<file path="src/design/ir_daf_pkg.sv">
// ----------------------------------------------------------------------------
// ir_daf_pkg
// shared types and constants of the ir distance average filter
// ----------------------------------------------------------------------------
package ir_daf_pkg;

  // sensor and averaging setup
  localparam int SENSOR_COUNT        = 3;
  localparam int SAMPLES_PER_CHANNEL = 4;

  // field widths
  localparam int SAMPLE_W = 12;
  localparam int CHAN_W   = 2;
  localparam int DIST_W   = 10;
  localparam int OFFSET_W = 4;
  localparam int CFG_W    = 10;
  localparam int CFG_IDX_W = 1;

  // per-channel accumulator, saturating
  localparam int               SUM_W   = 14;
  localparam logic [SUM_W-1:0] SUM_MAX = '1;

  // sum to divisor: divide by samples per channel, then drop three more bits
  localparam int AVG_SHIFT = $clog2(SAMPLES_PER_CHANNEL) + 3;
  localparam int AVG_W     = SUM_W - AVG_SHIFT;

  // reciprocal divider, divisor one bit wider than the average for the bias
  localparam int                   NUM_W      = 12;
  localparam int                   DIVISOR_W  = AVG_W + 1;
  localparam int                   QUOT_W     = 10;
  localparam int                   DIV_CNT_W  = $clog2(NUM_W);
  localparam logic [NUM_W-1:0]     RECIP_NUM  = 12'd2914;
  localparam logic [DIVISOR_W-1:0] RECIP_BIAS = DIVISOR_W'(5);

  // filter sum, signed with room for prev + quotient
  localparam int                T_W      = 12;
  localparam logic [DIST_W-1:0] DIST_MAX = '1;

  // register reset values
  localparam logic [DIST_W-1:0]   CAP_RESET    = 10'd1023;
  localparam logic [OFFSET_W-1:0] OFFSET_RESET = 4'd3;

  localparam logic [CHAN_W-1:0] LAST_SENSOR = CHAN_W'(SENSOR_COUNT - 1);

  typedef enum logic [CFG_IDX_W-1:0] {
    REG_DISTANCE_CAP = 1'b0,
    REG_CALIB_OFFSET = 1'b1
  } cfg_reg_e;

  typedef enum logic [1:0] {
    ST_IDLE,
    ST_START,
    ST_DIV,
    ST_OUT
  } state_e;

endpackage

</file>
<file path="src/design/ir_daf_div.sv">
// ----------------------------------------------------------------------------
// ir_daf_div
// restoring divider, one quotient bit per cycle, fixed numerator
// ----------------------------------------------------------------------------
module ir_daf_div (
  input  logic                                clk_i,
  input  logic                                rst_ni,
  input  logic                                start_i,
  input  logic [ir_daf_pkg::DIVISOR_W-1:0]    divisor_i,
  output logic                                done_o,
  output logic [ir_daf_pkg::QUOT_W-1:0]       quot_o
);

  logic                                busy_q, busy_d;
  logic                                done_q, done_d;
  logic [ir_daf_pkg::DIV_CNT_W-1:0]    cnt_q, cnt_d;
  logic [ir_daf_pkg::NUM_W-1:0]        work_q, work_d;
  logic [ir_daf_pkg::DIVISOR_W-1:0]    rem_q, rem_d;
  logic [ir_daf_pkg::DIVISOR_W-1:0]    div_q, div_d;
  logic [ir_daf_pkg::DIVISOR_W:0]      shifted;
  logic [ir_daf_pkg::DIVISOR_W:0]      diff;
  logic                                fits;

  // trial subtract of the shifted remainder
  assign shifted = {rem_q, work_q[ir_daf_pkg::NUM_W-1]};
  assign diff    = shifted - {1'b0, div_q};
  assign fits    = shifted >= {1'b0, div_q};

  always_comb begin
    busy_d = busy_q;
    done_d = 1'b0;
    cnt_d  = cnt_q;
    work_d = work_q;
    rem_d  = rem_q;
    div_d  = div_q;
    if (start_i) begin
      busy_d = 1'b1;
      cnt_d  = '0;
      work_d = ir_daf_pkg::RECIP_NUM;
      rem_d  = '0;
      div_d  = divisor_i;
    end else if (busy_q) begin
      rem_d  = fits ? diff[ir_daf_pkg::DIVISOR_W-1:0] : shifted[ir_daf_pkg::DIVISOR_W-1:0];
      work_d = {work_q[ir_daf_pkg::NUM_W-2:0], fits};
      cnt_d  = cnt_q + 1'b1;
      if (cnt_q == ir_daf_pkg::DIV_CNT_W'(ir_daf_pkg::NUM_W - 1)) begin
        busy_d = 1'b0;
        done_d = 1'b1;
      end
    end
  end

  always_ff @(posedge clk_i or negedge rst_ni) begin
    if (!rst_ni) begin
      busy_q <= 1'b0;
      done_q <= 1'b0;
      cnt_q  <= '0;
    end else begin
      busy_q <= busy_d;
      done_q <= done_d;
      cnt_q  <= cnt_d;
    end
  end

  always_ff @(posedge clk_i) begin
    work_q <= work_d;
    rem_q  <= rem_d;
    div_q  <= div_d;
  end

  assign done_o = done_q;
  assign quot_o = work_q[ir_daf_pkg::QUOT_W-1:0];

endmodule

</file>
<file path="src/design/ir_distance_average_filter.sv">
// ----------------------------------------------------------------------------
// ir_distance_average_filter
// per-sensor ir sample averaging, reciprocal distance and smoothing filter
// ----------------------------------------------------------------------------
//
//  channel  direction  handshake                 payload
//  in       input      in_valid_i / in_ready_o   sample_i, channel_i, frame_end_i
//  out      output     out_valid_o / out_ready_i sensor_index_o, distance_cm_o, last_o
//  cfg      input      cfg_we_i (no wait)        cfg_idx_i, cfg_data_i
//
//  a plain sample is summed into its channel at acceptance
//  a frame end then runs each sensor in turn: a start state, the bit-serial
//  divider, a filter step, then the result waits in the output register
//  until the output transaction takes it
//  no input transaction is taken until the last sensor's result is taken
//  reset clears sums and filtered distances and loads the register defaults
//
module ir_distance_average_filter (
  input  logic                                 clk_i,
  input  logic                                 rst_ni,
  // configuration writes
  input  logic                                 cfg_we_i,
  input  logic [ir_daf_pkg::CFG_IDX_W-1:0]     cfg_idx_i,
  input  logic [ir_daf_pkg::CFG_W-1:0]         cfg_data_i,
  // sample channel
  input  logic                                 in_valid_i,
  output logic                                 in_ready_o,
  input  logic [ir_daf_pkg::SAMPLE_W-1:0]      sample_i,
  input  logic [ir_daf_pkg::CHAN_W-1:0]        channel_i,
  input  logic                                 frame_end_i,
  // distance channel
  output logic                                 out_valid_o,
  input  logic                                 out_ready_i,
  output logic [ir_daf_pkg::CHAN_W-1:0]        sensor_index_o,
  output logic [ir_daf_pkg::DIST_W-1:0]        distance_cm_o,
  output logic                                 last_o
);

  ir_daf_pkg::state_e state_q, state_d;

  // configuration registers
  logic [ir_daf_pkg::DIST_W-1:0]   cap_q;
  logic [ir_daf_pkg::OFFSET_W-1:0] offset_q;

  // per-sensor state
  logic [ir_daf_pkg::SUM_W-1:0]  sum_q  [ir_daf_pkg::SENSOR_COUNT];
  logic [ir_daf_pkg::DIST_W-1:0] filt_q [ir_daf_pkg::SENSOR_COUNT];

  // sensor being processed and the held result
  logic [ir_daf_pkg::CHAN_W-1:0] sensor_q, sensor_d;
  logic [ir_daf_pkg::DIST_W-1:0] dist_q;

  logic                               in_fire;
  logic                               chan_ok;
  logic [ir_daf_pkg::CHAN_W-1:0]      rd_idx;
  logic [ir_daf_pkg::SUM_W-1:0]       sum_rd;
  logic [ir_daf_pkg::SUM_W:0]         sum_add;
  logic [ir_daf_pkg::SUM_W-1:0]       sum_sat;
  logic [ir_daf_pkg::AVG_W-1:0]       avg;
  logic [ir_daf_pkg::DIVISOR_W-1:0]   divisor;
  logic [ir_daf_pkg::QUOT_W-1:0]      quot;
  logic [ir_daf_pkg::DIST_W-1:0]      prev;
  logic [ir_daf_pkg::T_W-1:0]         t_sum;
  logic [ir_daf_pkg::T_W-2:0]         t_half;
  logic [ir_daf_pkg::DIST_W-1:0]      filt_new;
  logic [ir_daf_pkg::DIST_W-1:0]      dist_capped;
  logic                               filt_we;
  logic                               div_start;
  logic                               div_done;

  assign in_fire = in_valid_i && in_ready_o;
  assign chan_ok = {1'b0, channel_i} < (ir_daf_pkg::CHAN_W + 1)'(ir_daf_pkg::SENSOR_COUNT);

  // one read port on the sums: the sample channel while idle, else the sensor
  assign rd_idx = (state_q == ir_daf_pkg::ST_IDLE) ? channel_i : sensor_q;
  assign sum_rd = sum_q[rd_idx];

  // saturating accumulate
  assign sum_add = {1'b0, sum_rd} + (ir_daf_pkg::SUM_W + 1)'(sample_i);
  assign sum_sat = sum_add[ir_daf_pkg::SUM_W] ? ir_daf_pkg::SUM_MAX
                                              : sum_add[ir_daf_pkg::SUM_W-1:0];

  // average, extra shift and bias form the divisor
  assign avg     = sum_rd[ir_daf_pkg::SUM_W-1:ir_daf_pkg::AVG_SHIFT];
  assign divisor = ir_daf_pkg::DIVISOR_W'(avg) + ir_daf_pkg::RECIP_BIAS;

  ir_daf_div u_div (
    .clk_i     (clk_i),
    .rst_ni    (rst_ni),
    .start_i   (div_start),
    .divisor_i (divisor),
    .done_o    (div_done),
    .quot_o    (quot)
  );

  // smoothing: (prev + reciprocal - offset) / 2, floored at zero
  assign prev   = filt_q[sensor_q];
  assign t_sum  = ir_daf_pkg::T_W'(prev) + ir_daf_pkg::T_W'(quot)
                - ir_daf_pkg::T_W'(offset_q);
  assign t_half = t_sum[ir_daf_pkg::T_W-1:1];

  always_comb begin
    if (t_sum[ir_daf_pkg::T_W-1]) begin
      filt_new = '0;
    end else if (t_half > (ir_daf_pkg::T_W - 1)'(ir_daf_pkg::DIST_MAX)) begin
      filt_new = ir_daf_pkg::DIST_MAX;
    end else begin
      filt_new = t_half[ir_daf_pkg::DIST_W-1:0];
    end
  end

  assign dist_capped = (filt_new < cap_q) ? filt_new : cap_q;

  // sequencer
  always_comb begin
    state_d    = state_q;
    sensor_d   = sensor_q;
    in_ready_o = 1'b0;
    div_start  = 1'b0;
    filt_we    = 1'b0;
    case (state_q)
      ir_daf_pkg::ST_IDLE: begin
        in_ready_o = 1'b1;
        if (in_valid_i && frame_end_i) begin
          sensor_d = '0;
          state_d  = ir_daf_pkg::ST_START;
        end
      end
      ir_daf_pkg::ST_START: begin
        div_start = 1'b1;
        state_d   = ir_daf_pkg::ST_DIV;
      end
      ir_daf_pkg::ST_DIV: begin
        if (div_done) begin
          filt_we = 1'b1;
          state_d = ir_daf_pkg::ST_OUT;
        end
      end
      ir_daf_pkg::ST_OUT: begin
        if (out_ready_i) begin
          if (sensor_q == ir_daf_pkg::LAST_SENSOR) begin
            state_d = ir_daf_pkg::ST_IDLE;
          end else begin
            sensor_d = sensor_q + 1'b1;
            state_d  = ir_daf_pkg::ST_START;
          end
        end
      end
      default: begin
        state_d = ir_daf_pkg::ST_IDLE;
      end
    endcase
  end

  always_ff @(posedge clk_i or negedge rst_ni) begin
    if (!rst_ni) begin
      state_q  <= ir_daf_pkg::ST_IDLE;
      sensor_q <= '0;
    end else begin
      state_q  <= state_d;
      sensor_q <= sensor_d;
    end
  end

  // configuration writes
  always_ff @(posedge clk_i or negedge rst_ni) begin
    if (!rst_ni) begin
      cap_q    <= ir_daf_pkg::CAP_RESET;
      offset_q <= ir_daf_pkg::OFFSET_RESET;
    end else if (cfg_we_i) begin
      case (cfg_idx_i)
        ir_daf_pkg::REG_DISTANCE_CAP: cap_q    <= cfg_data_i;
        ir_daf_pkg::REG_CALIB_OFFSET: offset_q <= cfg_data_i[ir_daf_pkg::OFFSET_W-1:0];
        default: begin
        end
      endcase
    end
  end

  // sums: accumulate on a sample; on filtering, clear the sum and store filt_q
  always_ff @(posedge clk_i or negedge rst_ni) begin
    if (!rst_ni) begin
      for (int i = 0; i < ir_daf_pkg::SENSOR_COUNT; i++) begin
        sum_q[i]  <= '0;
        filt_q[i] <= '0;
      end
    end else if (in_fire && chan_ok) begin
      sum_q[rd_idx] <= sum_sat;
    end else if (filt_we) begin
      sum_q[sensor_q]  <= '0;
      filt_q[sensor_q] <= filt_new;
    end
  end

  // result register, held until the output transaction
  always_ff @(posedge clk_i) begin
    if (filt_we) begin
      dist_q <= dist_capped;
    end
  end

  assign out_valid_o    = (state_q == ir_daf_pkg::ST_OUT);
  assign sensor_index_o = sensor_q;
  assign distance_cm_o  = dist_q;
  assign last_o         = (sensor_q == ir_daf_pkg::LAST_SENSOR);

`ifndef SYNTHESIS
  // the divider only reports while the sequencer waits on it
  a_done_in_div: assert property (@(posedge clk_i) disable iff (!rst_ni)
    div_done |-> (state_q == ir_daf_pkg::ST_DIV))
    else $error("divider done outside divide state");

  // every new result comes straight from a finished division
  a_out_after_div: assert property (@(posedge clk_i) disable iff (!rst_ni)
    $rose(out_valid_o) |-> $past(div_done))
    else $error("result raised without a division");

  // a sample is never taken while a result is pending
  a_no_overlap: assert property (@(posedge clk_i) disable iff (!rst_ni)
    out_valid_o |-> !in_ready_o)
    else $error("input ready while result pending");

  // the last flag sits on the final sensor only
  a_last_sensor: assert property (@(posedge clk_i) disable iff (!rst_ni)
    (out_valid_o && last_o) |-> (sensor_index_o == ir_daf_pkg::LAST_SENSOR))
    else $error("last flag on wrong sensor");
`endif

endmodule
</file>
<file path="config.mk">
export PLATFORM = sky130hd
export DESIGN_NAME = ir_distance_average_filter
export DESIGN_NICKNAME = d
export VERILOG_FILES = /design/src/design/ir_daf_pkg.sv /design/src/design/ir_daf_div.sv /design/src/design/ir_distance_average_filter.sv
export SDC_FILE = /design/constraint.sdc
export NUM_CORES = 1
export LEC_CHECK = 0
export CAP_MARGIN = 10
export CELL_PAD_IN_SITES_DETAIL_PLACEMENT = 1
export CELL_PAD_IN_SITES_GLOBAL_PLACEMENT = 1
export CORE_ASPECT_RATIO = 1.1
export CORE_UTILIZATION = 54
export DETAILED_ROUTE_END_ITERATION = 10
export DONT_BUFFER_PORTS = 1
export PLACE_DENSITY = 0.88
export SYNTH_ARGS = -nofsm -noshare
export SYNTH_HDL_FRONTEND = slang
export SYNTH_SLANG_ARGS = --single-unit
</file>
<file path="constraint.sdc">
create_clock -name clk_i -period 8.2 [get_ports clk_i]
set_clock_uncertainty 0.1 [all_clocks]
set_input_delay 1.64 -clock clk_i [delete_from_list [all_inputs] [get_ports clk_i]]
set_output_delay 1.64 -clock clk_i [all_outputs]
set_load 0.02 [all_outputs]
</file>
After elaboration in Yosys (flattened, before gate mapping)
Cells that the tools add are included.
{"block": "op_classes", "n_bitwise": 6, "reduce_logical": 14, "muxes": 43, "n_lt_le_gt_ge": 8, "eq_ne": 9, "add_sub_neg": 7}
{"op": "42-bit two-way mux", "count": 2}
{"op": "10-bit two-way mux", "count": 7}
{"op": "14-bit two-way mux", "count": 5}
{"op": "14-bit demux with 2-bit select", "count": 2}
{"op": "42-bit AND", "count": 1}
{"op": "42-bit bitwise mux", "count": 1}
{"op": "42-bit inverter", "count": 1}
{"op": "30-bit bitwise mux", "count": 1}
{"op": "14-bit binary-select mux with 2-bit select", "count": 1}
{"op": "10-bit binary-select mux with 2-bit select", "count": 1}
{"op": "10-bit demux with 2-bit select", "count": 1}
{"op": "14-bit by 12-bit adder with 15-bit output", "count": 1}
{"op": "2-bit two-way mux", "count": 7}
{"op": "11-bit by 4-bit subtractor with 12-bit output", "count": 1}
{"op": "10-bit by 10-bit adder with 11-bit output", "count": 1}
{"op": "11-bit by 10-bit greater-or-equal comparator with 1-bit output", "count": 1}
{"op": "11-bit by 10-bit greater-than comparator with 1-bit output (second input constant)", "count": 1}
{"op": "1-bit two-way mux", "count": 11}
{"op": "9-bit by 3-bit adder with 10-bit output (second input constant)", "count": 1}
{"op": "10-bit less-than comparator", "count": 1}
{"op": "10-bit subtractor", "count": 1}
{"op": "4-bit two-way mux", "count": 2}
{"op": "2-bit one-hot mux with 4 select lines", "count": 1}
{"op": "2-bit equality test (second input constant)", "count": 3}
{"op": "18 further kinds", "count": 32}
{"block": "word_totals", "in_bits": 31, "wordCells": 104, "ff_bits": 138}

Depth between registers and ports, before layout
Gate-level depths: netlist of run 1.
{"block": "depth", "ltp_word": 11, "ltp_mapped": 23}

Cells and area by module
From an unflattened synthesis of run 1, not the netlist that was laid out.
{"block": "hier_totals", "cells_unflattened": 876, "hier_area_um2": 8353.0}
{"mod": "ir_distance_average_filter", "cells_each": 677, "seq_area_each_um2": 2567.5, "area_each_um2": 6359.8, "n_inst": 1}
{"mod": "ir_daf_div", "cells_each": 199, "seq_area_each_um2": 890.9, "area_each_um2": 1993.2, "n_inst": 1}

Least setup slack after synthesis of run 1
OpenSTA, ideal clock, no wires.
{"block": "synth_path", "kind": "register -> register", "startpoint": "reg sensor_q, in the netlist sensor_index_o[0]", "endpoint": "reg dist_q, in the netlist distance_cm_o[6], data pin", "t_arrival_ns": 4.947, "slack_ns": 2.885, "required_ns": 7.832, "path_buffers": 3, "stages_incl_launch_ff": 21, "cell_sequence": "dfrtp_1 -> buf_4 -> clkbuf_1 -> mux2i_1 -> o21ai_0 -> fa_1 -> ha_1 -> nor2b_1 -> o31a_1 -> o21a_1 -> or3_1 -> nand3_1 -> inv_1 -> ha_1 -> a41oi_1 -> o21ai_0 -> a2111oi_0 -> o21a_1 -> a21oi_1 -> buf_4 -> mux2i_1"}
{"block": "synth_via", "elab_chain_cells": 11}
{"item": "from (decl)", "line": "ir_distance_average_filter.sv:50", "text": "logic [ir_daf_pkg::CHAN_W-1:0] sensor_q, sensor_d;"}
{"item": "from (signal assigned)", "line": "ir_distance_average_filter.sv:161", "text": "sensor_q <= sensor_d;"}
{"item": "2-bit inverter with 3-bit output (implied by the code) *", "line": "ir_distance_average_filter.sv:97", "text": "assign prev = filt_q[sensor_q];"}
{"item": "10-bit binary-select mux with 2-bit select *", "line": "ir_distance_average_filter.sv:97"}
{"item": "10-bit two-way mux (implied by the code) * (2 in series)", "line": "ir_distance_average_filter.sv:97"}
{"item": "10-bit by 10-bit adder with 11-bit output *", "line": "ir_distance_average_filter.sv:98", "text": "assign t_sum = ir_daf_pkg::T_W'(prev) + ir_daf_pkg::T_W'(quot)"}
{"item": "11-bit by 4-bit subtractor with 12-bit output *", "line": "ir_distance_average_filter.sv:99", "text": "- ir_daf_pkg::T_W'(offset_q);"}
{"item": "11-bit by 10-bit greater-than comparator with 1-bit output", "line": "ir_distance_average_filter.sv:105", "text": "end else if (t_half > (ir_daf_pkg::T_W - 1)'(ir_daf_pkg::DIST_MAX)) begin"}
{"item": "10-bit two-way mux", "line": "ir_distance_average_filter.sv:105"}
{"item": "10-bit two-way mux *", "line": "ir_distance_average_filter.sv:103", "text": "if (t_sum[ir_daf_pkg::T_W-1]) begin"}
{"item": "via filt_new (one bit)", "line": "ir_distance_average_filter.sv:65", "text": "logic [ir_daf_pkg::DIST_W-1:0] filt_new;"}
{"item": "10-bit less-than comparator *", "line": "ir_distance_average_filter.sv:112", "text": "assign dist_capped = (filt_new < cap_q) ? filt_new : cap_q;"}
{"item": "10-bit two-way mux *", "line": "ir_distance_average_filter.sv:112"}
{"item": "via dist_capped (one bit)", "line": "ir_distance_average_filter.sv:66", "text": "logic [ir_daf_pkg::DIST_W-1:0] dist_capped;"}
{"item": "to (signal assigned)", "line": "ir_distance_average_filter.sv:198", "text": "dist_q <= dist_capped;"}
{"item": "to (decl)", "line": "ir_distance_average_filter.sv:51", "text": "logic [ir_daf_pkg::DIST_W-1:0] dist_q;"}
The timed path passes the listed nets; every way through them passes the cells marked *. The select of a mux whose other input is x is not followed.
A chain may end at the register's enable or synchronous reset.

Worst setup path after layout of run 1
{"block": "layout_path", "startpoint": "reg sensor_q, in the netlist sensor_index_o[1]", "endpoint": "reg dist_q, in the netlist distance_cm_o[4], data pin"}
Same word-level chain as after synthesis.

==> impl_metrics.sql, run 1 <==
INSERT INTO impl_metrics (metric_group, metric, value, unit) VALUES
('outcome', 'status', 'finished clean', ''),
('grt', 'largest_net_degree_at_the_start_of_global_routing', '97', ''),
('floorplanning', 'fp.dieH', '131', 'um'),
('routing', 'routed_wire_length_per_instance', '22.0', 'um'),
('layout', 'post_layout_inst_area', '0.00895', 'mm2'),
('floorplanning', 'rows', '46', ''),
('yosys', 'synth.lib_cells_used.distinct', '73', ''),
('grt', 'vias_in_the_first_global_route', '7445', ''),
('routing', 'drt_pre_antenna_iters', '5', ''),
('yosys', 'synth.yosys.seq_area_share', '42.1', '%'),
('clocking', 'clock_tree.htree_level_count', '4', ''),
('placement', 'hpwlAfterDp', '15800', 'um'),
('layout', 'drive_gt1_share', '7.74', '%'),
('routing', 'drt.antenna.violating_nets', '0', ''),
('setup_path', 'crit_arrival', '7000', 'ps'),
('clocking', 'post_cts.resized_instances', '0', ''),
('routing', 'top_signal_layer_used', 'met4', ''),
('sta', 'post-route-period-util', '85.1', '%'),
('yosys', 'synth_area_per_cell', '9.27', 'um2'),
('setup_path', 'reg2reg_depth', '19', ''),
('sta', 'setup_ws', '1220', 'ps'),
('floorplanning', 'initial_core_util', '56.2', '%'),
('yosys', 'fraction_of_registers_with_async_set_or_reset_after_synthesis', '69.6', '%'),
('sta', 'fin_tns_setup', '0', 'ps'),
('clocking', 'tritoncts_clock_tree', 'built', ''),
('layout', 'design.final.nets', '971', ''),
('setup_path', 'critical_path_cell_list', 'inv_1 -> nor2_1 -> nand2_1 -> o21ai_0 -> fa_1 -> ha_1 -> nand4bb_1 -> o22ai_1 -> o21ai_1 -> o21ai_2 -> nand3_1 -> inv_1 -> ha_1 -> a41oi_1 -> o21ai_0 -> a2111oi_0 -> o21a_1 -> a21oi_1 -> mux2i_1', ''),
('yosys', 'ys_warn_count', '0', ''),
('routing', 'detailroute.wirelength.met3', '1380', 'um'),
('sta', 'slew_headroom', '24.0', '%'),
('sta', 'final_max_slew_viol_count', '0', ''),
('grt', 'global_route.usage.total', '32.2', '%'),
('floorplanning', 'core_area', '0.0146', 'mm2'),
('clocking', 'clk_pin_slew', '60', 'ps'),
('floorplanning', 'fp.dieW', '120', 'um'),
('setup_path', 'cp.buffers_inverters', '2', ''),
('setup_path', 'worstSetupStartpointType', 'flop', ''),
('floorplanning', 'floorplan.io_pins', '46', ''),
('grt', 'grt_antenna_before_repair', '2', ''),
('setup_path', 'critPathTopFamily', 'compound AO/OA/AOI/OAI gates', ''),
('yosys', 'synth-seq-cells', '138', ''),
('setup_path', 'crit_start', 'sensor_index_o[1]', ''),
('sta', 'rsz0062_at_grt', 'false', ''),
('routing', 'finalWirelength', '23800', 'um'),
('clocking', 'worst_skew_pair.late_latency', '430', 'ps'),
('placement', 'place.gp.congestion', '0.894', ''),
('sta', 'timing.fmax', '143', 'MHz'),
('power_and_ir_drop', 'p_leak', '4.08', 'nW'),
('routing', 'drt-met1-wl', '10100', 'um'),
('clocking', 'numCtsBuffers', '17', ''),
('setup_path', 'timing.critical_path.depth', '19', ''),
('power_and_ir_drop', 'power.density', '527', 'mW/mm2'),
('yosys', 'synthesis.area', '0.00822', 'mm2'),
('sta', 'final_hold_fails', '0', ''),
('layout', 'synthToLayoutAreaGrowth', '8.83', '%'),
('setup_path', 'end_kind', 'flop', ''),
('setup_path', 'crit_path_to', 'distance_cm_o[4]', ''),
('routing', 'detailedRoute.firstIterationViolations', '465', ''),
('routing', 'met2_wirelength', '11700', 'um'),
('placement', 'dp_slack', '1590', 'ps'),
('sta', 'report.final.setup_viol', '0', ''),
('placement', 'io_buffer_count', '0', ''),
('yosys', 'ys_flop_type', 'sky130_fd_sc_hd__dfrtp_1', ''),
('setup_path', 'crit_required', '8230', 'ps'),
('setup_path', 'critPathKind', 'flop to flop', ''),
('routing', 'vias_per_cell', '6.24', ''),
('sta', 'worst-slew-pin-transition', '1140', 'ps'),
('power_and_ir_drop', 'ir_worst_vdd', '0.000293', 'V'),
('grt', 'grt.overflow.total', '0', ''),
('clocking', 'cts_buffer_depth', '2', ''),
('placement', 'post_dp_cell_area', '0.00832', 'mm2');
[cell type report]
type / instances / area (um2)
Timing Repair Buffer: 7 / 52.6
Clock buffer: 20 / 458
Antenna cell: 2 / 5.00
Sequential cell: 138 / 3460
Inverter: 72 / 270
Clock inverter: 12 / 169
Multi-Input combinational cell: 642 / 4300
Tap cell: 192 / 240
Fill cell: 1648 / 5670
[report_power, final]
group / switching, W / leakage (nW) / internal [W]
clock network: 0.000306 / 0.298 / 0.000525
registers: 0.000172 / 1.58 / 0.000976
logic: 0.00170 / 2.21 / 0.00103
total: 0.00218 / 4.08 / 0.00253
[kinds of logic after synthesis]
logic type	share of synthesized area [%]
AND/OR/NAND/NOR	14.2
adder cells (fa/ha/maj)	9.98
XOR/XNOR	2.98
AO/OA/AOI/OAI	18.9
flip-flops	42.1
buffers and inverters	5.75
multiplexers	6.10
[worst min-delay path by stage]
stage                             endpoint  cells past startpoint  slack [ps]        startpoint
final                            sum_q[34]                      2         390         sum_q[34]
after detailed placement        filt_q[24]                      2         370        filt_q[24]
after CTS                        sum_q[34]                      2         390         sum_q[34]
after floorplan           u_div.work_q[11]                      2         350  u_div.work_q[10]
after global routing            filt_q[18]                      2         400        filt_q[18]
after global placement     u_div.work_q[9]                      2         360   u_div.work_q[8]
[placed cells by master (no fill, tap or decap), drive strengths merged, types with 22 or more instances in the layout]
cell   count
nand2    131
o21ai    116
dfrtp     84
inv       73
ha        56
nor2      52
mux2i     43
a21oi     40
dfxtp     22
[per-stage QoR]
| stage | total power (W) | std cells | hold WS, ps |
|---|---|---|---|
| 6_report | 0.00471 | 1085 | 385 |
| 5_1_grt | 0.00502 | 1084 | 398 |
| 4_1_cts | 0.00468 | 1083 | 387 |
| 3_5_place_dp | 0.00372 | 1051 | 373 |
| 3_3_place_gp | 0.00350 | 1051 | 355 |
| 2_1_floorplan | 0.00310 | 887 | 345 |
[state kept, by name (all words and copies together) (netlist names)]
signal and flops:
filt_q 30, sum_q 42, u_div.done_o 1, sensor_index_o 2, state_q 2, offset_q 4
u_div.rem_q 10, u_div.cnt_q 4, u_div.work_q 12, cap_q 10, u_div.div_q 10, u_div.busy_q 1
distance_cm_o 10
[worst register-to-register path: stages (launching register included)]
cell	delay, ps
sky130_fd_sc_hd__dfrtp_1	830
sky130_fd_sc_hd__inv_1	220
sky130_fd_sc_hd__nor2_1	570
sky130_fd_sc_hd__nand2_1	100
sky130_fd_sc_hd__o21ai_0	130
sky130_fd_sc_hd__fa_1	470
sky130_fd_sc_hd__ha_1	380
sky130_fd_sc_hd__nand4bb_1	120
sky130_fd_sc_hd__o22ai_1	280
sky130_fd_sc_hd__o21ai_1	280
sky130_fd_sc_hd__o21ai_2	380
sky130_fd_sc_hd__nand3_1	290
sky130_fd_sc_hd__inv_1	120
sky130_fd_sc_hd__ha_1	260
sky130_fd_sc_hd__a41oi_1	210
sky130_fd_sc_hd__o21ai_0	150
sky130_fd_sc_hd__a2111oi_0	1000
sky130_fd_sc_hd__o21a_1	230
sky130_fd_sc_hd__a21oi_1	320
sky130_fd_sc_hd__mux2i_1	240
[routing by layer]
| metal | track usage [%] | vias up |
|---|---|---|
| li1 | - | 3098 |
| met4 | 13.7 | 0 |
| met2 | 53.4 | 206 |
| met1 | 39.9 | 3414 |
| met5 | 0 | - |
| met3 | 7.73 | 55 |
[cells in the mapped netlist (3+ instances only)]
cell,instances,share of area (%)
sky130_fd_sc_hd__fa_1,6,1.5
sky130_fd_sc_hd__buf_6,4,0.55
sky130_fd_sc_hd__nor3b_1,3,0.27
sky130_fd_sc_hd__nand2_1,131,6.0
sky130_fd_sc_hd__nand2b_1,7,0.53
sky130_fd_sc_hd__o2bb2ai_1,10,1.1
sky130_fd_sc_hd__mux2_2,5,0.68
sky130_fd_sc_hd__o211ai_1,8,0.73
sky130_fd_sc_hd__nand3b_1,3,0.27
sky130_fd_sc_hd__dfrtp_1,84,26
sky130_fd_sc_hd__o21ai_1,4,0.24
sky130_fd_sc_hd__nand3_1,4,0.24
sky130_fd_sc_hd__or3_1,7,0.53
sky130_fd_sc_hd__o311ai_0,3,0.32
sky130_fd_sc_hd__o31a_1,4,0.43
sky130_fd_sc_hd__dfxtp_1,22,5.4
sky130_fd_sc_hd__xnor2_1,16,1.7
sky130_fd_sc_hd__nor2b_1,9,0.68
sky130_fd_sc_hd__clkbuf_1,24,1.1
sky130_fd_sc_hd__inv_1,72,3.3
sky130_fd_sc_hd__edfxtp_1,20,7.3
sky130_fd_sc_hd__nor3_1,10,0.61
sky130_fd_sc_hd__o31ai_1,3,0.27
sky130_fd_sc_hd__o21ai_0,111,6.8
sky130_fd_sc_hd__o22ai_1,7,0.53
sky130_fd_sc_hd__a22o_1,4,0.43
sky130_fd_sc_hd__o21a_1,12,1.1
sky130_fd_sc_hd__xor2_1,12,1.3
sky130_fd_sc_hd__ha_1,56,8.5
sky130_fd_sc_hd__nor2_1,52,2.4
sky130_fd_sc_hd__dfstp_2,12,3.8
sky130_fd_sc_hd__nand4_1,7,0.53
sky130_fd_sc_hd__a21o_1,5,0.46
sky130_fd_sc_hd__o21bai_1,5,0.46
sky130_fd_sc_hd__a41oi_1,3,0.32
sky130_fd_sc_hd__a21oi_1,40,2.4
sky130_fd_sc_hd__a211oi_1,11,1.0
sky130_fd_sc_hd__or2_2,4,0.30
sky130_fd_sc_hd__mux2i_1,43,5.2
Power figures use the tool's default switching activity.
==> run 2, diff against run 1 <==
--- a/config.mk
+++ b/config.mk
@@ -9,10 +9,10 @@
 export CELL_PAD_IN_SITES_DETAIL_PLACEMENT = 1
 export CELL_PAD_IN_SITES_GLOBAL_PLACEMENT = 1
 export CORE_ASPECT_RATIO = 1.1
-export CORE_UTILIZATION = 54
+export CORE_UTILIZATION = 50
 export DETAILED_ROUTE_END_ITERATION = 10
 export DONT_BUFFER_PORTS = 1
-export PLACE_DENSITY = 0.88
+export PLACE_DENSITY_LB_ADDON = 0.1
 export SYNTH_ARGS = -nofsm -noshare
 export SYNTH_HDL_FRONTEND = slang
 export SYNTH_SLANG_ARGS = --single-unit
==> constraint.sdc (replaced) <==
create_clock -name clk_i -period 7.3 [get_ports clk_i]
set_clock_uncertainty 0.1 [all_clocks]
set_input_delay 1.46 -clock clk_i [delete_from_list [all_inputs] [get_ports clk_i]]
set_output_delay 1.46 -clock clk_i [all_outputs]
set_load 0.02 [all_outputs]
==> run 2 against run 1 <==
Against the previous run: global-route usage decreased by 5.1 points; worst setup slack got worse by 160 ps; hold slack got worse by 7.1 ps; cell area is 0.49% lower; core utilization decreased by 5.0 points; largest power group unchanged; critical path depth decreased by 1; first-iteration DRC count is 25% lower; via count shrank 4.0%; clock-buffer cell count grew 8; non-clock buffer count increased by 1; wire length fell by 8.4%.
==> impl_metrics.sql, run 2 (synthesis gave the netlist of run 1 again) <==
INSERT INTO impl_metrics (metric_group, metric, value, unit) VALUES
('sta', 'worst-slew-pin-transition', '1100', 'ps'),
('grt', 'largest_net_degree_at_the_start_of_global_routing', '97', ''),
('floorplanning', 'fp.dieH', '137', 'um'),
('sta', 'post-route-period-util', '85.4', '%'),
('layout', 'largest_reg_flops', '42', ''),
('floorplanning', 'initial_core_util', '51.9', '%'),
('layout', 'design.final.nets', '972', ''),
('grt', 'vias_in_the_first_global_route', '7027', ''),
('routing', 'detailedRoute.firstIterationViolations', '350', ''),
('setup_path', 'crit_path_max_fanout', '12', ''),
('layout', 'drive_gt1_share', '7.85', '%'),
('clocking', 'postCtsHoldBufs', '0', ''),
('power_and_ir_drop', 'intPower', '0.00274', 'W'),
('layout', 'storage_element_area', '0.00346', 'mm2'),
('sta', 'fin_tns_setup', '0', 'ps'),
('layout', 'layout.filler_cells', '1823', ''),
('clocking', 'clock_tree.htree_level_count', '4', ''),
('floorplanning', 'core_area', '0.0159', 'mm2'),
('clocking', 'clk_pin_slew', '60', 'ps'),
('routing', 'vias', '6503', ''),
('setup_path', 'cp.buffers_inverters', '2', ''),
('sta', 'timing.fmax', '160', 'MHz'),
('clocking', 'tritoncts_clock_tree', 'built', ''),
('outcome', 'status', 'finished clean', ''),
('sta', 'final_hold_fails', '0', ''),
('setup_path', 'crit_required', '7330', 'ps'),
('clocking', 'clock_sinks', '138', ''),
('setup_path', 'critical-path-max-stage-delay', '720', 'ps'),
('setup_path', 'critical_path_cell_list', 'nor2_1 -> a21oi_1 -> fa_1 -> inv_1 -> ha_1 -> nand4bb_1 -> o22ai_1 -> o21ai_1 -> o21ai_2 -> nand3_1 -> inv_1 -> ha_1 -> a41oi_1 -> o21ai_0 -> a2111oi_0 -> o21a_1 -> a21oi_1 -> mux2i_1', ''),
('setup_path', 'critPathTopFamily', 'compound AO/OA/AOI/OAI gates', ''),
('routing', 'routed_wire_length_per_instance', '20.0', 'um'),
('placement', 'hpwlAfterDp', '15800', 'um'),
('layout', 'diodes', '0', ''),
('clocking', 'numCtsBuffers', '17', ''),
('sta', 'slew_headroom', '26.6', '%'),
('floorplanning', 'rows', '48', ''),
('setup_path', 'crit_arrival', '6270', 'ps'),
('setup_path', 'end_kind', 'flop', ''),
('layout', 'most-common-layout-cells', '131 x sky130_fd_sc_hd__nand2_1, 111 x sky130_fd_sc_hd__o21ai_0, 84 x sky130_fd_sc_hd__dfrtp_1', ''),
('clocking', 'worst_skew_pair.late_latency', '430', 'ps'),
('power_and_ir_drop', 'clock_power_share', '16.3', '%'),
('worst_hold_path', 'min_path_type', 'flop to flop', ''),
('flow_run', 'maxCapViolCount', '0', ''),
('placement', 'place.gp.congestion', '0.907', ''),
('sta', 'report.final.setup_viol', '0', ''),
('power_and_ir_drop', 'power.density', '567', 'mW/mm2'),
('layout', 'reg_top3', 'sum_q (42), filt_q (30), u_div.work_q (12)', ''),
('grt', 'grt_pass1_wl', '36100', 'um'),
('sta', 'rsz0062_at_grt', 'false', ''),
('routing', 'finalWirelength', '21800', 'um'),
('routing', 'drt.antenna.violating_nets', '0', ''),
('routing', 'vias_per_cell', '5.96', ''),
('power_and_ir_drop', 'power.sequential.fraction', '25.1', '%'),
('sta', 'final_max_slew_viol_count', '0', ''),
('setup_path', 'worstSetupStartpointType', 'flop', ''),
('layout', 'fin_util', '56.2', '%'),
('layout', 'synthToLayoutAreaGrowth', '8.29', '%'),
('layout', 'post_layout_inst_area', '0.00890', 'mm2'),
('power_and_ir_drop', 'p_sw', '0.00231', 'W'),
('layout', 'multi_input_comb_area', '0.00430', 'mm2'),
('grt', 'global_route.usage.total', '27.1', '%'),
('placement', 'io_buffer_count', '0', ''),
('power_and_ir_drop', 'power.combinational.fraction', '58.5', '%'),
('sta', 'final.min_clock_period', '6230', 'ps'),
('sta', 'worst_hold_slack', '378', 'ps'),
('routing', 'drt_pre_antenna_iters', '4', ''),
('setup_path', 'critPathKind', 'flop to flop', ''),
('power_and_ir_drop', 'p_total', '0.00505', 'W'),
('clocking', 'post_cts.resized_instances', '0', ''),
('layout', 'top_register', 'sum_q', ''),
('power_and_ir_drop', 'ir_worst_vdd', '0.000267', 'V'),
('clocking', 'cts.repair_timing.setup_buffer_count', '0', ''),
('power_and_ir_drop', 'p_leak', '4.06', 'nW'),
('clocking', 'cts_buffer_depth', '2', ''),
('grt', 'grt_antenna_before_repair', '0', ''),
('clocking', 'clk_root_buffer_cell', 'sky130_fd_sc_hd__clkbuf_16', ''),
('floorplanning', 'fp.dieW', '124', 'um'),
('layout', 'layout.cells.most_common', 'sky130_fd_sc_hd__nand2_1', ''),
('power_and_ir_drop', 'switching_share', '45.7', '%'),
('routing', 'drt_drc_violations_left', '0', ''),
('setup_path', 'cpMaxStageDelayCell', 'sky130_fd_sc_hd__a2111oi_0', ''),
('floorplanning', 'floorplan.io_pins', '46', ''),
('placement', 'post_dp_cell_area', '0.00833', 'mm2'),
('floorplanning', 'floorplan.die_area', '0.0170', 'mm2'),
('grt', 'grt.overflow.total', '0', '');
-- run 2: cell types whose count changed in the layout (fill, tap and decap cells not counted), sizes merged --
| cell | before | now |
|---|---|---|
| clkbuf | 20 | 28 |
| bufinv | 4 | 0 |
| clkinv | 5 | 2 |
| diode | 2 | 0 |
| buf | 7 | 8 |
| inv | 73 | 72 |
-- run 2: worst reg2reg max path, stage by stage (launching register included) --
cell and delay (ps):
sky130_fd_sc_hd__dfrtp_1 660, sky130_fd_sc_hd__nor2_1 610, sky130_fd_sc_hd__a21oi_1 170, sky130_fd_sc_hd__fa_1 560
sky130_fd_sc_hd__inv_1 60, sky130_fd_sc_hd__ha_1 290, sky130_fd_sc_hd__nand4bb_1 120, sky130_fd_sc_hd__o22ai_1 310
sky130_fd_sc_hd__o21ai_1 270, sky130_fd_sc_hd__o21ai_2 370, sky130_fd_sc_hd__nand3_1 240, sky130_fd_sc_hd__inv_1 110
sky130_fd_sc_hd__ha_1 260, sky130_fd_sc_hd__a41oi_1 210, sky130_fd_sc_hd__o21ai_0 150, sky130_fd_sc_hd__a2111oi_0 720
sky130_fd_sc_hd__o21a_1 220, sky130_fd_sc_hd__a21oi_1 300, sky130_fd_sc_hd__mux2i_1 220
-- run 2: power groups by stage --
| stage | logic, W | clock network, W | registers [W] |
|---|---|---|---|
| CTS | 0.00295 | 0.000837 | 0.00127 |
| global route | 0.00329 | 0.000867 | 0.00130 |
| global placement | 0.00273 | 0 | 0.00125 |
| finish | 0.00296 | 0.000824 | 0.00127 |
| floorplan | 0.00227 | 0 | 0.00122 |
| detailed placement | 0.00289 | 0 | 0.00128 |
-- run 2: metal layers --
layer	share of wire, %	track usage (%)	vias up
met2	50	48.0	102
met4	1.3	8.84	0
li1	-	-	3100
met1	45	33.1	3279
met5	0	0	-
met3	3.7	5.43	22
-- run 2: area by class of cell --
class	count	area share (%)
Multi-Input combinational cell	642	48.2
Sequential cell	138	38.8
Clock buffer	28	6.04
Inverter	72	3.03
Tap cell	200	2.81
Timing Repair Buffer	8	0.674
Clock inverter	4	0.365
-- run 2: final timing paths --
path	cells after the start	end	slack (ps)	start
worst min-delay path	2	u_div.rem_q[9]	380	u_div.rem_q[9]
worst max-delay path	18	distance_cm_o[4]	1070	sensor_index_o[0]
worst min register to register	2	u_div.rem_q[9]	380	u_div.rem_q[9]
min in group asynchronous	0	u_div.cnt_q[0]	640	rst_ni
worst max register to register	18	distance_cm_o[4]	1070	sensor_index_o[0]
max in group asynchronous	0	cap_q[8]	6200	rst_ni
-- run 2: through the flow --
stage,setup slack (ps),std cells
6_report,1070,1092
5_1_grt,635,1092
4_1_cts,1140,1092
3_5_place_dp,1170,1060
3_3_place_gp,1460,1060
2_1_floorplan,1990,887
==> run 3, diff against run 2 <==
--- a/config.mk
+++ b/config.mk
@@ -12,6 +12,7 @@
 export CORE_UTILIZATION = 50
 export DETAILED_ROUTE_END_ITERATION = 10
 export DONT_BUFFER_PORTS = 1
+export MAX_ROUTING_LAYER = met4
 export PLACE_DENSITY_LB_ADDON = 0.1
 export SYNTH_ARGS = -nofsm -noshare
 export SYNTH_HDL_FRONTEND = slang
==> run 3 against run 2 <==
Against the previous run: die area unchanged; clock power up 0.8%; non-clock buffer count up 1; hold slack worse by 2.9 ps; highest routed layer unchanged; power up 0.45%; wire length down 1.3%; register-to-register slack worse by 210 ps; worst setup slack worse by 210 ps; critical path depth up 2; largest cell class unchanged.
==> impl_metrics.sql, run 3 (synthesis gave the netlist of run 1 again) <==
INSERT INTO impl_metrics (metric_group, metric, value, unit) VALUES
('outcome', 'status', 'finished clean', ''),
('routing', 'detailedRoute.firstIterationViolations', '372', ''),
('power_and_ir_drop', 'clock_power_share', '16.4', '%'),
('layout', 'drive_gt1_share', '8.51', '%'),
('sta', 'timing.fmax', '155', 'MHz'),
('routing', 'drt.antenna.violating_nets', '0', ''),
('power_and_ir_drop', 'power.combinational.fraction', '59.0', '%'),
('setup_path', 'crit_path_frequent_cell', 'sky130_fd_sc_hd__inv_1', ''),
('power_and_ir_drop', 'power.sequential.fraction', '24.6', '%'),
('clocking', 'tritoncts_clock_tree', 'built', ''),
('setup_path', 'cpMaxStageDelayCell', 'sky130_fd_sc_hd__a2111oi_0', ''),
('clocking', 'worst_skew_pair.late_latency', '430', 'ps'),
('floorplanning', 'core_area', '0.0159', 'mm2'),
('clocking', 'clk_pin_slew', '70', 'ps'),
('sta', 'rsz0062_at_grt', 'false', ''),
('power_and_ir_drop', 'p_leak', '4.06', 'nW'),
('grt', 'largest_net_degree_at_the_start_of_global_routing', '97', ''),
('worst_hold_path', 'min_path_type', 'flop to flop', ''),
('flow_run', 'maxCapViolCount', '0', ''),
('power_and_ir_drop', 'ir_worst_vdd', '0.000304', 'V'),
('sta', 'fin_tns_setup', '0', 'ps'),
('floorplanning', 'fp.dieW', '124', 'um'),
('routing', 'routed_wire_length_per_instance', '19.7', 'um'),
('routing', 'drt_drc_violations_left', '0', ''),
('setup_path', 'crit_required', '7330', 'ps'),
('clocking', 'numCtsBuffers', '17', ''),
('setup_path', 'crit_arrival', '6470', 'ps'),
('layout', 'top_register', 'sum_q', ''),
('sta', 'final_max_slew_viol_count', '0', ''),
('floorplanning', 'fp.dieH', '137', 'um'),
('floorplanning', 'floorplan.die_area', '0.0170', 'mm2'),
('placement', 'place.gp.congestion', '0.927', ''),
('sta', 'worst-slew-pin-transition', '1130', 'ps'),
('setup_path', 'critPathKind', 'flop to flop', ''),
('clocking', 'postCtsHoldBufs', '0', ''),
('clocking', 'cts_buffer_depth', '2', ''),
('setup_path', 'end_kind', 'flop', ''),
('setup_path', 'critical-path-max-stage-delay', '800', 'ps'),
('clocking', 'post_cts.resized_instances', '0', ''),
('sta', 'worst_hold_slack', '375', 'ps'),
('sta', 'post-route-period-util', '88.3', '%'),
('placement', 'io_buffer_count', '0', ''),
('grt', 'grt.overflow.total', '0', ''),
('layout', 'synthToLayoutAreaGrowth', '8.32', '%'),
('layout', 'diodes', '0', ''),
('power_and_ir_drop', 'power.density', '569', 'mW/mm2'),
('layout', 'layout.cells.most_common', 'sky130_fd_sc_hd__nand2_1', ''),
('clocking', 'clock_tree.htree_level_count', '4', ''),
('sta', 'final.min_clock_period', '6440', 'ps'),
('grt', 'vias_in_the_first_global_route', '6921', ''),
('sta', 'slew_headroom', '24.4', '%'),
('power_and_ir_drop', 'switching_share', '46.2', '%'),
('setup_path', 'critical_path_cell_list', 'buf_4 -> inv_1 -> nor2_1 -> a21oi_1 -> fa_1 -> inv_1 -> ha_1 -> nand4bb_1 -> o22ai_1 -> o21ai_1 -> o21ai_2 -> nand3_1 -> inv_1 -> ha_1 -> a41oi_1 -> o21ai_0 -> a2111oi_0 -> o21a_1 -> a21oi_1 -> mux2i_1', ''),
('setup_path', 'cp.buffers_inverters', '4', ''),
('grt', 'global_route.usage.total', '28.0', '%'),
('clocking', 'clk_root_buffer_cell', 'sky130_fd_sc_hd__clkbuf_16', ''),
('routing', 'vias_per_cell', '5.94', ''),
('clocking', 'clock_sinks', '138', ''),
('grt', 'grt_pass1_wl', '36200', 'um'),
('layout', 'reg_top3', 'sum_q (42), filt_q (30), u_div.work_q (12)', ''),
('routing', 'vias', '6487', ''),
('setup_path', 'critPathTopFamily', 'compound AO/OA/AOI/OAI gates', ''),
('layout', 'most-common-layout-cells', '131 x sky130_fd_sc_hd__nand2_1, 111 x sky130_fd_sc_hd__o21ai_0, 84 x sky130_fd_sc_hd__dfrtp_1', ''),
('sta', 'final_hold_fails', '0', ''),
('clocking', 'cts.repair_timing.setup_buffer_count', '0', ''),
('floorplanning', 'rows', '48', ''),
('sta', 'report.final.setup_viol', '0', ''),
('power_and_ir_drop', 'p_sw', '0.00234', 'W'),
('power_and_ir_drop', 'intPower', '0.00273', 'W'),
('setup_path', 'crit_path_max_fanout', '18', ''),
('placement', 'hpwlAfterDp', '15400', 'um'),
('floorplanning', 'floorplan.io_pins', '46', ''),
('grt', 'grt_antenna_before_repair', '0', ''),
('floorplanning', 'initial_core_util', '51.9', '%'),
('setup_path', 'worstSetupStartpointType', 'flop', ''),
('routing', 'drt_pre_antenna_iters', '4', ''),
('layout', 'design.final.nets', '973', ''),
('layout', 'largest_reg_flops', '42', ''),
('routing', 'finalWirelength', '21500', 'um');
[run 3: per-stage QoR]
step | utilization (%) | cells | total power [W] | setup slack [ps] | area (um2)
global placement | 52.6 | 1061 | 0.00399 | 1440 | 8340
finish | 56.2 | 1093 | 0.00507 | 857 | 8910
floorplan | - | 887 | 0.00348 | 1990 | 8220
CTS | 56.2 | 1093 | 0.00509 | 947 | 8910
detailed placement | 52.6 | 1061 | 0.00418 | 1060 | 8340
global route | 56.2 | 1093 | 0.00550 | 263 | 8910
[run 3: layout make-up]
type	count	area (um2)
Clock buffer	17	425
Clock inverter	15	140
Fill cell	1843	6950
Inverter	72	270
Multi-Input combinational cell	642	4300
Sequential cell	138	3460
Tap cell	200	250
Timing Repair Buffer	9	67.6
[run 3: layer usage]
layer / wire, um / vias to the layer above / GRT usage [%]
met5: 0 / - / -
met4: 206 / 0 / 7.97
met3: 1080 / 16 / 5.63
met2: 10800 / 115 / 46.8
met1: 9460 / 3261 / 34.6
li1: - / 3095 / -
[run 3: tightest hold or removal path: cells and delay by family, from the launching register on]
family	cells	cell delay (ps)
compound gates	1	60
flops	1	330
simple gates	1	50
[run 3: path summary, 6_finish.rpt]
path | startpoint | end | slack, ps | depth (start not counted)
worst max-delay path | sensor_index_o[1] | distance_cm_o[5] | 860 | 20
worst min-delay path | u_div.work_q[5] | u_div.work_q[6] | 380 | 2
worst max register to register | sensor_index_o[1] | distance_cm_o[5] | 860 | 20
worst min register to register | u_div.work_q[5] | u_div.work_q[6] | 380 | 2
max in group asynchronous | rst_ni | offset_q[0] | 6250 | 0
min in group asynchronous | rst_ni | u_div.cnt_q[0] | 630 | 0
[run 3: power groups by stage]
stage / sequential [W] / clock [W] / combinational (W)
5_1_grt: 0.00128 / 0.000875 / 0.00335
4_1_cts: 0.00125 / 0.000846 / 0.00300
6_report: 0.00125 / 0.000831 / 0.00299
3_5_place_dp: 0.00126 / 0 / 0.00292
3_3_place_gp: 0.00124 / 0 / 0.00276
2_1_floorplan: 0.00122 / 0 / 0.00227
